`src/lav_pkg.sv`:
```
// Shared types and constants of the look-at view matrix unit.
// Used by every module of the block; depends on nothing.
package lav_pkg;

    // Depth of the queue between front and back.
    localparam int unsigned QDEPTH = 2;
    localparam int unsigned QPTR_W = (QDEPTH > 1) ? $clog2(QDEPTH) : 1;
    localparam int unsigned QCNT_W = $clog2(QDEPTH + 1);

    // Row codes of the emitted matrix rows.
    localparam logic [1:0] ROW_SIDE = 2'd0;
    localparam logic [1:0] ROW_UP   = 2'd1;
    localparam logic [1:0] ROW_FWD  = 2'd2;

    // One classified input word as it waits in the queue.
    typedef struct packed {
        logic [2:0][31:0] eye;
        logic [2:0][31:0] up;
        logic [2:0][32:0] dir;
        logic             fwd_zero;
    } item_t;

    // Status of the normalize unit.
    typedef struct packed {
        logic done;
        logic zero;
    } norm_stat_t;

    // One result word.
    typedef struct packed {
        logic [1:0]       row_index;
        logic [2:0][31:0] axis;
        logic [31:0]      offset;
        logic             degenerate;
        logic             last_row;
    } row_t;

endpackage

```
`src/lav_queue.sv`:
```
// Short queue of classified words between the front and the back part.
// Depends on lav_pkg for the word type and the depth.
module lav_queue (
    input  logic            clk,
    input  logic            rst_n,
    input  logic            push,
    input  lav_pkg::item_t  din,
    input  logic            pop,
    output lav_pkg::item_t  dout,
    output logic            full,
    output logic            empty
);

    lav_pkg::item_t                    mem_reg [lav_pkg::QDEPTH];
    logic [lav_pkg::QPTR_W-1:0]        wr_ptr_reg;
    logic [lav_pkg::QPTR_W-1:0]        rd_ptr_reg;
    logic [lav_pkg::QCNT_W-1:0]        count_reg;
    logic [lav_pkg::QCNT_W-1:0]        count_next;

    assign full  = (count_reg == lav_pkg::QCNT_W'(lav_pkg::QDEPTH));
    assign empty = (count_reg == '0);
    assign dout  = mem_reg[rd_ptr_reg];

    // Fill level follows pushes and pops.
    always_comb
    begin
        count_next = count_reg;
        if (push && !pop)
        begin
            count_next = count_reg + 1'b1;
        end
        else if (pop && !push)
        begin
            count_next = count_reg - 1'b1;
        end
    end

    // Pointers wrap at the depth.
    always_ff @(posedge clk or negedge rst_n)
    begin
        if (!rst_n)
        begin
            wr_ptr_reg <= '0;
            rd_ptr_reg <= '0;
            count_reg  <= '0;
        end
        else
        begin
            count_reg <= count_next;
            if (push)
            begin
                if (wr_ptr_reg == lav_pkg::QPTR_W'(lav_pkg::QDEPTH - 1))
                begin
                    wr_ptr_reg <= '0;
                end
                else
                begin
                    wr_ptr_reg <= wr_ptr_reg + 1'b1;
                end
            end
            if (pop)
            begin
                if (rd_ptr_reg == lav_pkg::QPTR_W'(lav_pkg::QDEPTH - 1))
                begin
                    rd_ptr_reg <= '0;
                end
                else
                begin
                    rd_ptr_reg <= rd_ptr_reg + 1'b1;
                end
            end
        end
    end

    // Storage.
    always_ff @(posedge clk)
    begin
        if (push)
        begin
            mem_reg[wr_ptr_reg] <= din;
        end
    end

endmodule

```
`config.mk`:
```
export PLATFORM = sky130hd
export DESIGN_NAME = lav_queue
export DESIGN_NICKNAME = d
export VERILOG_FILES = /design/src/lav_pkg.sv /design/src/lav_queue.sv
export SDC_FILE = /design/constraint.sdc
export NUM_CORES = 1
export LEC_CHECK = 0
export ABC_AREA = 1
export BUFFER_PORTS_ARGS = -buffer_cell sky130_fd_sc_hd__clkbuf_2
export CORE_AREA = 2 2 228 230
export CTS_BUF_LIST = sky130_fd_sc_hd__clkbuf_16
export CTS_CLUSTER_DIAMETER = 150
export CTS_CLUSTER_SIZE = 40
export DETAILED_ROUTE_END_ITERATION = 10
export DIE_AREA = 0 0 230 232
export GPL_TIMING_DRIVEN = 0
export PLACE_DENSITY_LB_ADDON = 0.1
export SLEW_MARGIN = 30
export SYNTH_ARGS = -nofsm -noshare
export SYNTH_HDL_FRONTEND = slang
export SYNTH_SLANG_ARGS = --single-unit
```
`constraint.sdc`:
```
create_clock -name clk -period 17.19 [get_ports clk]
set_clock_uncertainty 0.15 [all_clocks]
set_input_delay 2.5785 -clock clk [delete_from_list [all_inputs] [get_ports clk]]
set_output_delay 2.5785 -clock clk [all_outputs]
set_load 0.1 [all_outputs]
```
==> results.cfg <==
[critical_path]
cp_slowest_stage_delay_ps = 420
r2r-start = wr_ptr_reg
cp_slowest_cell = clkbuf_2
cpLargestDelayFamily = buffers and inverters
reg2regPathDepth = 6
worstPathCellList = buf_6 -> buf_8 -> buf_8 -> mux2_4 -> clkbuf_2
timing.rr.end = mem_reg[0][97]
crit_arrival_ps = 2240
worst-path-buf-inv = 4
cp.required_ps = 14460
critical_path_class = register to output pin
end_kind = output pin
crit_path_frequent_cell = buf_8
cp-startpoint = rd_ptr_reg
r2r_setup_slack_ps = 14830
critPathMaxFanout = 10
startpoint_type = register

[floorplan]
core_mm2 = 0.05089
die_area_mm2 = 0.05336
die_y_um = 232
dieWidth_um = 230
ios = 590
row_count = 83
initial_core_util_pct = 44.13

[clock_network]
clk-insertion-delay-late_ps = 580
ctsResizeCount = 0
path_clk_slew_ps = 140
post-cts-setup-buffers = 0
cts_buffer_depth = 3
cts_buffers = 18
cts_hold_buf = 0
cts_tree = built
cts_max_level = 1
cts.sinks = 588
root_buffer = clkbuf_16

[synth]
ys_warn_count = 0
seq_area_frac_synth_pct = 78.55
syn_area_mm2 = 0.02245
synth_top_cell_area_share_pct = 78.10
synth.avg_cell_area_um2 = 24.04
syn_inst = 934
synthTopCellsByArea = edfxtp_1, mux2_4, mux2_2
syn-num-nets = 1231
ys_ff_latch = 588
ys_types = 16
synth_area_leader_cell = edfxtp_1

[cells_and_area]
final_common_cell = clkbuf_2
fin_cells = 2257
drive_gt1_share_pct = 60.98
syn2layout_area_growth_pct = 21.87
nNetsFinal = 1862
final_cell_mix = clkbuf_2, edfxtp_1, mux2_4
largest_reg_flops = 584

[global_routing]
first_global_vias = 11070
grt_use_total_pct = 18.41
globalRouteOverflowTotal = 0
antenna_found_initial = 15
grt_pass1_wl_mm = 72.11
grt_max_degree = 75

[min_path]
hold_end = count_reg[1]
hold_path.class = register to register
min_from = count_reg[1]
holdPathStages = 2

[placement]
dpl.cell_count = 2225
gp_congestion = 0.7797
dp_hpwl_mm = 38.54
portBuffers = 589

[status]
status = finished clean

[sta]
slew_viol_final = 0
fmax_ghz = 0.2014
setup_viol = 0
fin_crit_sh_pct = 28.88
hold_viol = 0
rsz0062_at_grt = no
tightest_slew_ps = 672.6
layout_min_cycle_time_ps = 4965
relSlewSlack_pct = 55.35

[run]
cap_violations = 0

[route]
routed_wl_mm = 51.12
routed_via_density = 4.797
drc_errors = 0
vias = 10830
wl_per_cell_um = 22.65
ant_nets = 0
drtPass1Iterations = 5
drt_iter0_drc = 600
cell usage after synthesis:
cell and instances:
dfrtp_1 4, buf_8 11, mux2_2 22, xor2_1 2, edfxtp_1 584, buf_6 19
xnor2_1 1, mux2_4 270, nand2_1 5, nor2_1 3, nand4_1 1, ha_1 1
buf_12 1, inv_1 7, nand3_1 1, buf_2 2
final cells by class:
class	instances	area (µm²)
Tap cell	680	850.8
Clock inverter	7	38.79
Sequential cell	588	17640
Buffer	33	409.1
Fill cell	4147	23520
Multi-Input combinational cell	306	4389
Inverter	7	33.78
Antenna cell	6	15.01
Clock buffer	19	475.5
Timing Repair Buffer	611	3516
metrics by stage:
stage | cell area [µm²] | setup WS (ps) | hold slack (ps) | util (%) | setup TNS (ps)
2_1_floorplan | 22450 | 1267 | 313.1 | - | 0
3_3_place_gp | 26250 | -7076 | 325.7 | 51.59 | -2059390
3_5_place_dp | 26840 | 12490 | 349.2 | 52.74 | 0
4_1_cts | 27350 | 12160 | 384.2 | 53.75 | 0
5_1_grt | 27360 | 12140 | 414.8 | 53.76 | 0
6_report | 27370 | 12230 | 376.4 | 53.78 | 0
how the worst max path moves through the flow:
stage,to,cells past startpoint,slack [ps]
after detailed placement,mem_reg[0][90],8,12490
after global routing,dout[106],5,12140
after floorplan,mem_reg[0][0],2,1270
final,dout[106],5,12230
after global placement,mem_reg[0][90],3,-7080
after CTS,dout[106],5,12160
worst reg2reg max path, stage by stage (launching register included):
cell     delay (ps)
dfrtp_1         450
nor2_4          490
buf_16          240
buf_16          190
buf_16          180
buf_8           170
buf_16          180
kinds of logic after synthesis:
family        count (synthesis)  synth area share [%]
simple gates                 10                0.1839
fa+ha+maj                     1               0.05571
xor+xnor                      3                0.1170
mux                         292                 19.16
buf+inv                      40                 1.939
flops                       588                 78.55
routing by layer:
layer / share of wire [%] / GRT usage [%] / up-vias
met5: 0.25 / 0 / -
met4: 1.4 / 3.730 / 18
met3: 10 / 7.564 / 55
met2: 51 / 32.17 / 369
met1: 37 / 21.33 / 5426
li1: - / - / 4958
Power is left out: the tool's default activity adds up to more than one toggle a clock period on the data nets, which glitch-free logic cannot reach.
