File: config.mk
export PLATFORM = sky130hd
export DESIGN_NAME = lav_front
export DESIGN_NICKNAME = d
export VERILOG_FILES = /design/src/lav_pkg.sv /design/src/lav_front.sv
export SDC_FILE = /design/constraint.sdc
export NUM_CORES = 1
export LEC_CHECK = 0
export ABC_AREA = 1
export ABC_CLOCK_PERIOD_IN_PS = 2140
export BUFFER_PORTS_ARGS = -buffer_cell sky130_fd_sc_hd__buf_2
export CORE_AREA = 2 2 226 228
export DETAILED_ROUTE_END_ITERATION = 8
export DIE_AREA = 0 0 228 230
export GPL_ROUTABILITY_DRIVEN = 0
export PLACE_DENSITY = 0.43
export SLEW_MARGIN = 15
export SYNTH_ARGS = -nofsm -noshare
export SYNTH_HDL_FRONTEND = slang
export SYNTH_SLANG_ARGS = --single-unit
export TNS_END_PERCENT = 50
File: constraint.sdc
create_clock -name vclk -period 2.14
set_input_delay 0.214 -clock vclk [all_inputs]
set_output_delay 0.214 -clock vclk [all_outputs]
set_load 0.01 [all_outputs]
File: src/lav_pkg.sv
// Shared types and constants of the look-at view matrix unit.
// Used by every module of the block; depends on nothing.
package lav_pkg;

    // Depth of the queue between front and back.
    localparam int unsigned QDEPTH = 2;
    localparam int unsigned QPTR_W = (QDEPTH > 1) ? $clog2(QDEPTH) : 1;
    localparam int unsigned QCNT_W = $clog2(QDEPTH + 1);

    // Row codes of the emitted matrix rows.
    localparam logic [1:0] ROW_SIDE = 2'd0;
    localparam logic [1:0] ROW_UP   = 2'd1;
    localparam logic [1:0] ROW_FWD  = 2'd2;

    // One classified input word as it waits in the queue.
    typedef struct packed {
        logic [2:0][31:0] eye;
        logic [2:0][31:0] up;
        logic [2:0][32:0] dir;
        logic             fwd_zero;
    } item_t;

    // Status of the normalize unit.
    typedef struct packed {
        logic done;
        logic zero;
    } norm_stat_t;

    // One result word.
    typedef struct packed {
        logic [1:0]       row_index;
        logic [2:0][31:0] axis;
        logic [31:0]      offset;
        logic             degenerate;
        logic             last_row;
    } row_t;

endpackage

File: src/lav_front.sv
// Front part: takes a command word, forms target - eye and flags a zero forward.
// Depends on lav_pkg.
module lav_front (
    input  logic                start,
    input  logic                q_full,
    input  logic signed [31:0]  eye_x,
    input  logic signed [31:0]  eye_y,
    input  logic signed [31:0]  eye_z,
    input  logic signed [31:0]  target_x,
    input  logic signed [31:0]  target_y,
    input  logic signed [31:0]  target_z,
    input  logic signed [31:0]  up_x,
    input  logic signed [31:0]  up_y,
    input  logic signed [31:0]  up_z,
    output logic                busy,
    output logic                push,
    output lav_pkg::item_t      item
);

    logic signed [32:0] dir_x;
    logic signed [32:0] dir_y;
    logic signed [32:0] dir_z;

    // Direction is exact in 33 bits.
    assign dir_x = 33'(target_x) - 33'(eye_x);
    assign dir_y = 33'(target_y) - 33'(eye_y);
    assign dir_z = 33'(target_z) - 33'(eye_z);

    // A word is taken whenever the queue has room.
    assign busy = q_full;
    assign push = start && !q_full;

    // Pack the word and mark an eye that sits on the target.
    always_comb
    begin
        item.eye      = {eye_z, eye_y, eye_x};
        item.up       = {up_z, up_y, up_x};
        item.dir      = {dir_z, dir_y, dir_x};
        item.fwd_zero = (dir_x == 33'sd0) && (dir_y == 33'sd0) && (dir_z == 33'sd0);
    end

endmodule

==> report_table.html <==
<table>
<tr><th>Metric</th><th>Value</th></tr>
<tr><th colspan="2">Drt</th></tr>
<tr><td>Post-route met1 wirelength</td><td>18830 um</td></tr>
<tr><td>DR iter-0 viols</td><td>498</td></tr>
<tr><td>Remaining number of nets flagged by the antenna check after routing</td><td>0</td></tr>
<tr><td>Wire length on met2</td><td>23930 um</td></tr>
<tr><td>Routed vias/inst</td><td>4.149</td></tr>
<tr><td>Via count</td><td>13296</td></tr>
<tr><td>Detailed-route wire length per cell</td><td>14.33 um</td></tr>
<tr><td>Max Used Layer</td><td>met5</td></tr>
<tr><td>Residual DRC</td><td>0</td></tr>
<tr><td>Wirelength, routed</td><td>45920 um</td></tr>
<tr><td>Length of the first detailed-routing pass in iterations</td><td>5</td></tr>
<tr><td>Met3 wirelength from detailed routing</td><td>2175 um</td></tr>
<tr><th colspan="2">Hold path</th></tr>
<tr><td>Hold_sp</td><td>up_x[28]</td></tr>
<tr><td>End of the worst hold path</td><td>item[128]</td></tr>
<tr><td>Number of cells traversed by the worst hold path</td><td>0</td></tr>
<tr><td>Worst min-delay path category</td><td>in2out</td></tr>
<tr><th colspan="2">Placed design</th></tr>
<tr><td>Number of port buffers</td><td>392</td></tr>
<tr><td>Pre-CTS worst setup slack</td><td>-1.112 ns</td></tr>
<tr><td>Post-detailed-placement half-perimeter wirelength</td><td>40190 um</td></tr>
<tr><td>Post-Place Cells</td><td>3161</td></tr>
<tr><th colspan="2">Critical path</th></tr>
<tr><td>Worst Setup End Kind</td><td>output pin</td></tr>
<tr><td>Delay contributed by the slowest stage of the critical path</td><td>0.53 ns</td></tr>
<tr><td>Worst-path fanout max</td><td>2</td></tr>
<tr><td>Req. time, crit path</td><td>1.93 ns</td></tr>
<tr><td>Crit-path cells</td><td>buf_6 -&gt; inv_4 -&gt; ha_4 -&gt; fa_2 -&gt; inv_2 -&gt; nor3_4 -&gt; nand3_2 -&gt; nor2_4 -&gt; nand2_1 -&gt; nor2_1 -&gt; nand2_1 -&gt; nor2_1 -&gt; nand2_1 -&gt; nor2_2 -&gt; nand3_1 -&gt; nor2_1 -&gt; nand3_1 -&gt; nor2_2 -&gt; buf_2</td></tr>
<tr><td>CP Data Arrival Time</td><td>2.59 ns</td></tr>
<tr><td>Kind of start point of the critical path</td><td>primary input</td></tr>
<tr><td>Startpoint-to-endpoint class of the critical path</td><td>in2out</td></tr>
<tr><td>Crit-path slowest cell</td><td>fa_2</td></tr>
<tr><th colspan="2">GRT</th></tr>
<tr><td>Vias in the first global route</td><td>13106</td></tr>
<tr><td>Global-route usage over all layers</td><td>16.26%</td></tr>
<tr><td>Maximum number of pins on one net before global-route repair</td><td>8</td></tr>
<tr><td>Overflow after GRT</td><td>0</td></tr>
<tr><td>First-pass GRT wire length</td><td>68420 um</td></tr>
<tr><td>Initial antenna violation count</td><td>8</td></tr>
<tr><th colspan="2">Floorplanning</th></tr>
<tr><td>Initial standard-cell utilization of the core</td><td>19.25%</td></tr>
<tr><td>Floorplan die width</td><td>228 um</td></tr>
<tr><td>Cell row count</td><td>82</td></tr>
<tr><td>DIE AREA</td><td>52440 um2</td></tr>
<tr><td>I/O pin count</td><td>584</td></tr>
<tr><td>Core Box Area</td><td>49860 um2</td></tr>
<tr><td>Die Y-Extent</td><td>230 um</td></tr>
<tr><th colspan="2">Finish</th></tr>
<tr><td>Commonest cells after routing, fill and taps aside</td><td>nand2_1 (504), inv_1 (376), buf_2 (330)</td></tr>
<tr><td>Number of fill cells in the layout</td><td>5538</td></tr>
<tr><td>Fraction of layout cells with a size suffix above 1</td><td>53.56%</td></tr>
<tr><td>Sequential standard cell area</td><td>0 um2</td></tr>
<tr><td>Number of standard cells in the final layout excluding fillers</td><td>3205</td></tr>
<tr><td>Most common library cell in the layout ignoring fill and taps</td><td>nand2_1</td></tr>
<tr><td>Number of sequential cells</td><td>0</td></tr>
<tr><td>Net total in the final layout</td><td>2921</td></tr>
<tr><td>Layout area overhead</td><td>79.18%</td></tr>
<tr><td>Number of clock buffers in the layout</td><td>0</td></tr>
<tr><td>Core Util, Final</td><td>34.49%</td></tr>
<tr><th colspan="2">Synthesis</th></tr>
<tr><td>Share of the yosys chip area belonging to registers</td><td>0%</td></tr>
<tr><td>Synth Area per Inst</td><td>4.907 um2</td></tr>
<tr><td>Cells after synthesis</td><td>1956</td></tr>
<tr><td>Number of warning messages in the yosys log</td><td>0</td></tr>
<tr><td>Cell area after synthesis</td><td>9598 um2</td></tr>
<tr><td>Post-synthesis cell type count</td><td>30</td></tr>
<tr><td>Post-synth net total</td><td>2345</td></tr>
<tr><th colspan="2">STA</th></tr>
<tr><td>Slew Limit Headroom</td><td>73.74%</td></tr>
<tr><td>Setup violations, final</td><td>18</td></tr>
<tr><td>Worst Setup Slack, final</td><td>-0.6606 ns</td></tr>
<tr><td>Maximum achievable frequency</td><td>357.1 MHz</td></tr>
<tr><td>Post-route minimum period</td><td>2.801 ns</td></tr>
<tr><td>RSZ-0062 raised after global routing</td><td>true</td></tr>
<tr><td>Final max-slew violation count</td><td>0</td></tr>
<tr><td>Endpoints failing hold</td><td>0</td></tr>
<tr><td>Worst Tran Pin Value</td><td>0.3925 ns</td></tr>
<tr><td>Final clock period utilization by the worst path</td><td>130.9%</td></tr>
<tr><th colspan="2">Power and ir drop</th></tr>
<tr><td>Worst IR Drop VDD</td><td>194.2 uV</td></tr>
<tr><td>Total chip power</td><td>5.899 mW</td></tr>
<tr><td>Leak pwr</td><td>9.881 nW</td></tr>
<tr><td>Power density relative to cell area</td><td>343.0 nW/um2</td></tr>
<tr><th colspan="2">Status</th></tr>
<tr><td>Failing checks</td><td>setup timing</td></tr>
<tr><td>Run status</td><td>finished with violations</td></tr>
<tr><th colspan="2">Run</th></tr>
<tr><td>Max capacitance violation total</td><td>0</td></tr>
</table>
==> worst max-delay path by stage <==
| stage | startpoint | end | slack, ns | cells past startpoint |
|---|---|---|---|---|
| floorplan | target_x[0] | item[0] | -0.11 | 17 |
| global placement | eye_x[0] | item[0] | -1.11 | 21 |
| detailed placement | eye_x[0] | item[0] | -1.11 | 21 |
| CTS | target_y[0] | item[0] | -0.90 | 19 |
| global route | target_y[0] | item[0] | -0.87 | 19 |
| finish | target_y[0] | item[0] | -0.66 | 19 |
==> worst max-delay path: cells and delay by family <==
family                   cells  cell delay, ns
adder cells (fa/ha/maj)      2            0.68
buffers and inverters        4            0.33
AND/OR/NAND/NOR             13            1.38
==> layer usage <==
metal | up-vias | track usage [%]
li1 | 6777 | -
met1 | 6075 | 19.05
met2 | 363 | 31.48
met3 | 71 | 2.046
met4 | 10 | 3.064
met5 | - | 0
==> kinds of logic (layout without fill, tap and decap cells) <==
| kind of cell | count (synthesis) | count (layout) | share of synthesized area [%] |
|---|---|---|---|
| adders and majority gates | 99 | 99 | 13.14 |
| and+or+nand+nor | 1052 | 1052 | 44.90 |
| buffers and inverters | 675 | 1249 | 34.04 |
| other | 0 | 3 | 0 |
| xor gates and xnor gates | 15 | 15 | 1.369 |
| AOI/OAI and AO/OA | 115 | 115 | 6.557 |
==> area by class of cell <==
| cell class | count | area, um2 | area share, % |
|---|---|---|---|
| multi-input cells | 1281 | 9112 | 52.99 |
| inverters | 480 | 1852 | 10.77 |
| repair buffers | 769 | 5385 | 31.31 |
| diodes | 3 | 7.507 | 0.04365 |
| well taps | 672 | 840.8 | 4.889 |
==> timing repair <==
action / 4_1_cts / 5_1_grt
setup endpoints to repair: 65 / 57
hold buffers: 0 / 0
buffers inserted: 12 / 41
pin swaps: 80 / 143
hold endpoints to repair: 0 / 0
gates resized for setup: 428 / 427
==> report_power, final <==
group / total (mW) / switching (mW) / internal [mW]
logic: 5.90 / 3.08 / 2.82
clock network: 0.000000189 / 0 / 0.000000189
registers: 0 / 0 / 0
total: 5.90 / 3.08 / 2.82
==> stage by stage <==
step                      area [um2]  TNS [ns]  hold WS [ns]
after floorplan                 9608   -0.1064        0.4755
after global placement         13470    -13.70        0.4281
after detailed placement       13470    -14.45        0.4281
after CTS                      15510    -2.994        0.4281
after global routing           17190    -6.262        0.4280
final                          17200    -2.383        0.4280
==> synth_stat cells, drive strengths merged <==
| cell type | number | area [um2] |
|---|---|---|
| nand2 | 737 | 2794 |
| inv | 480 | 1802 |
| buf | 195 | 1465 |
| nor2 | 154 | 583.1 |
| ha | 96 | 1201 |
| nand3 | 89 | 460.4 |
| a21oi | 75 | 379.1 |
| nand3b | 28 | 210.2 |
| nor3 | 19 | 105.1 |
| o21ai | 18 | 90.09 |
| nand4 | 16 | 100.1 |
| xor2 | 11 | 96.34 |
| o21bai | 7 | 52.55 |
| o21a | 6 | 45.04 |
| and2 | 5 | 31.28 |
| a31oi | 4 | 25.02 |
| xnor2 | 4 | 35.03 |
| fa | 3 | 60.06 |
| a21o | 2 | 15.01 |
| nor4 | 2 | 12.51 |
| o211ai | 2 | 15.01 |
| or2 | 2 | 12.51 |
| a21boi | 1 | 7.510 |
Power figures use the tool's default switching activity.
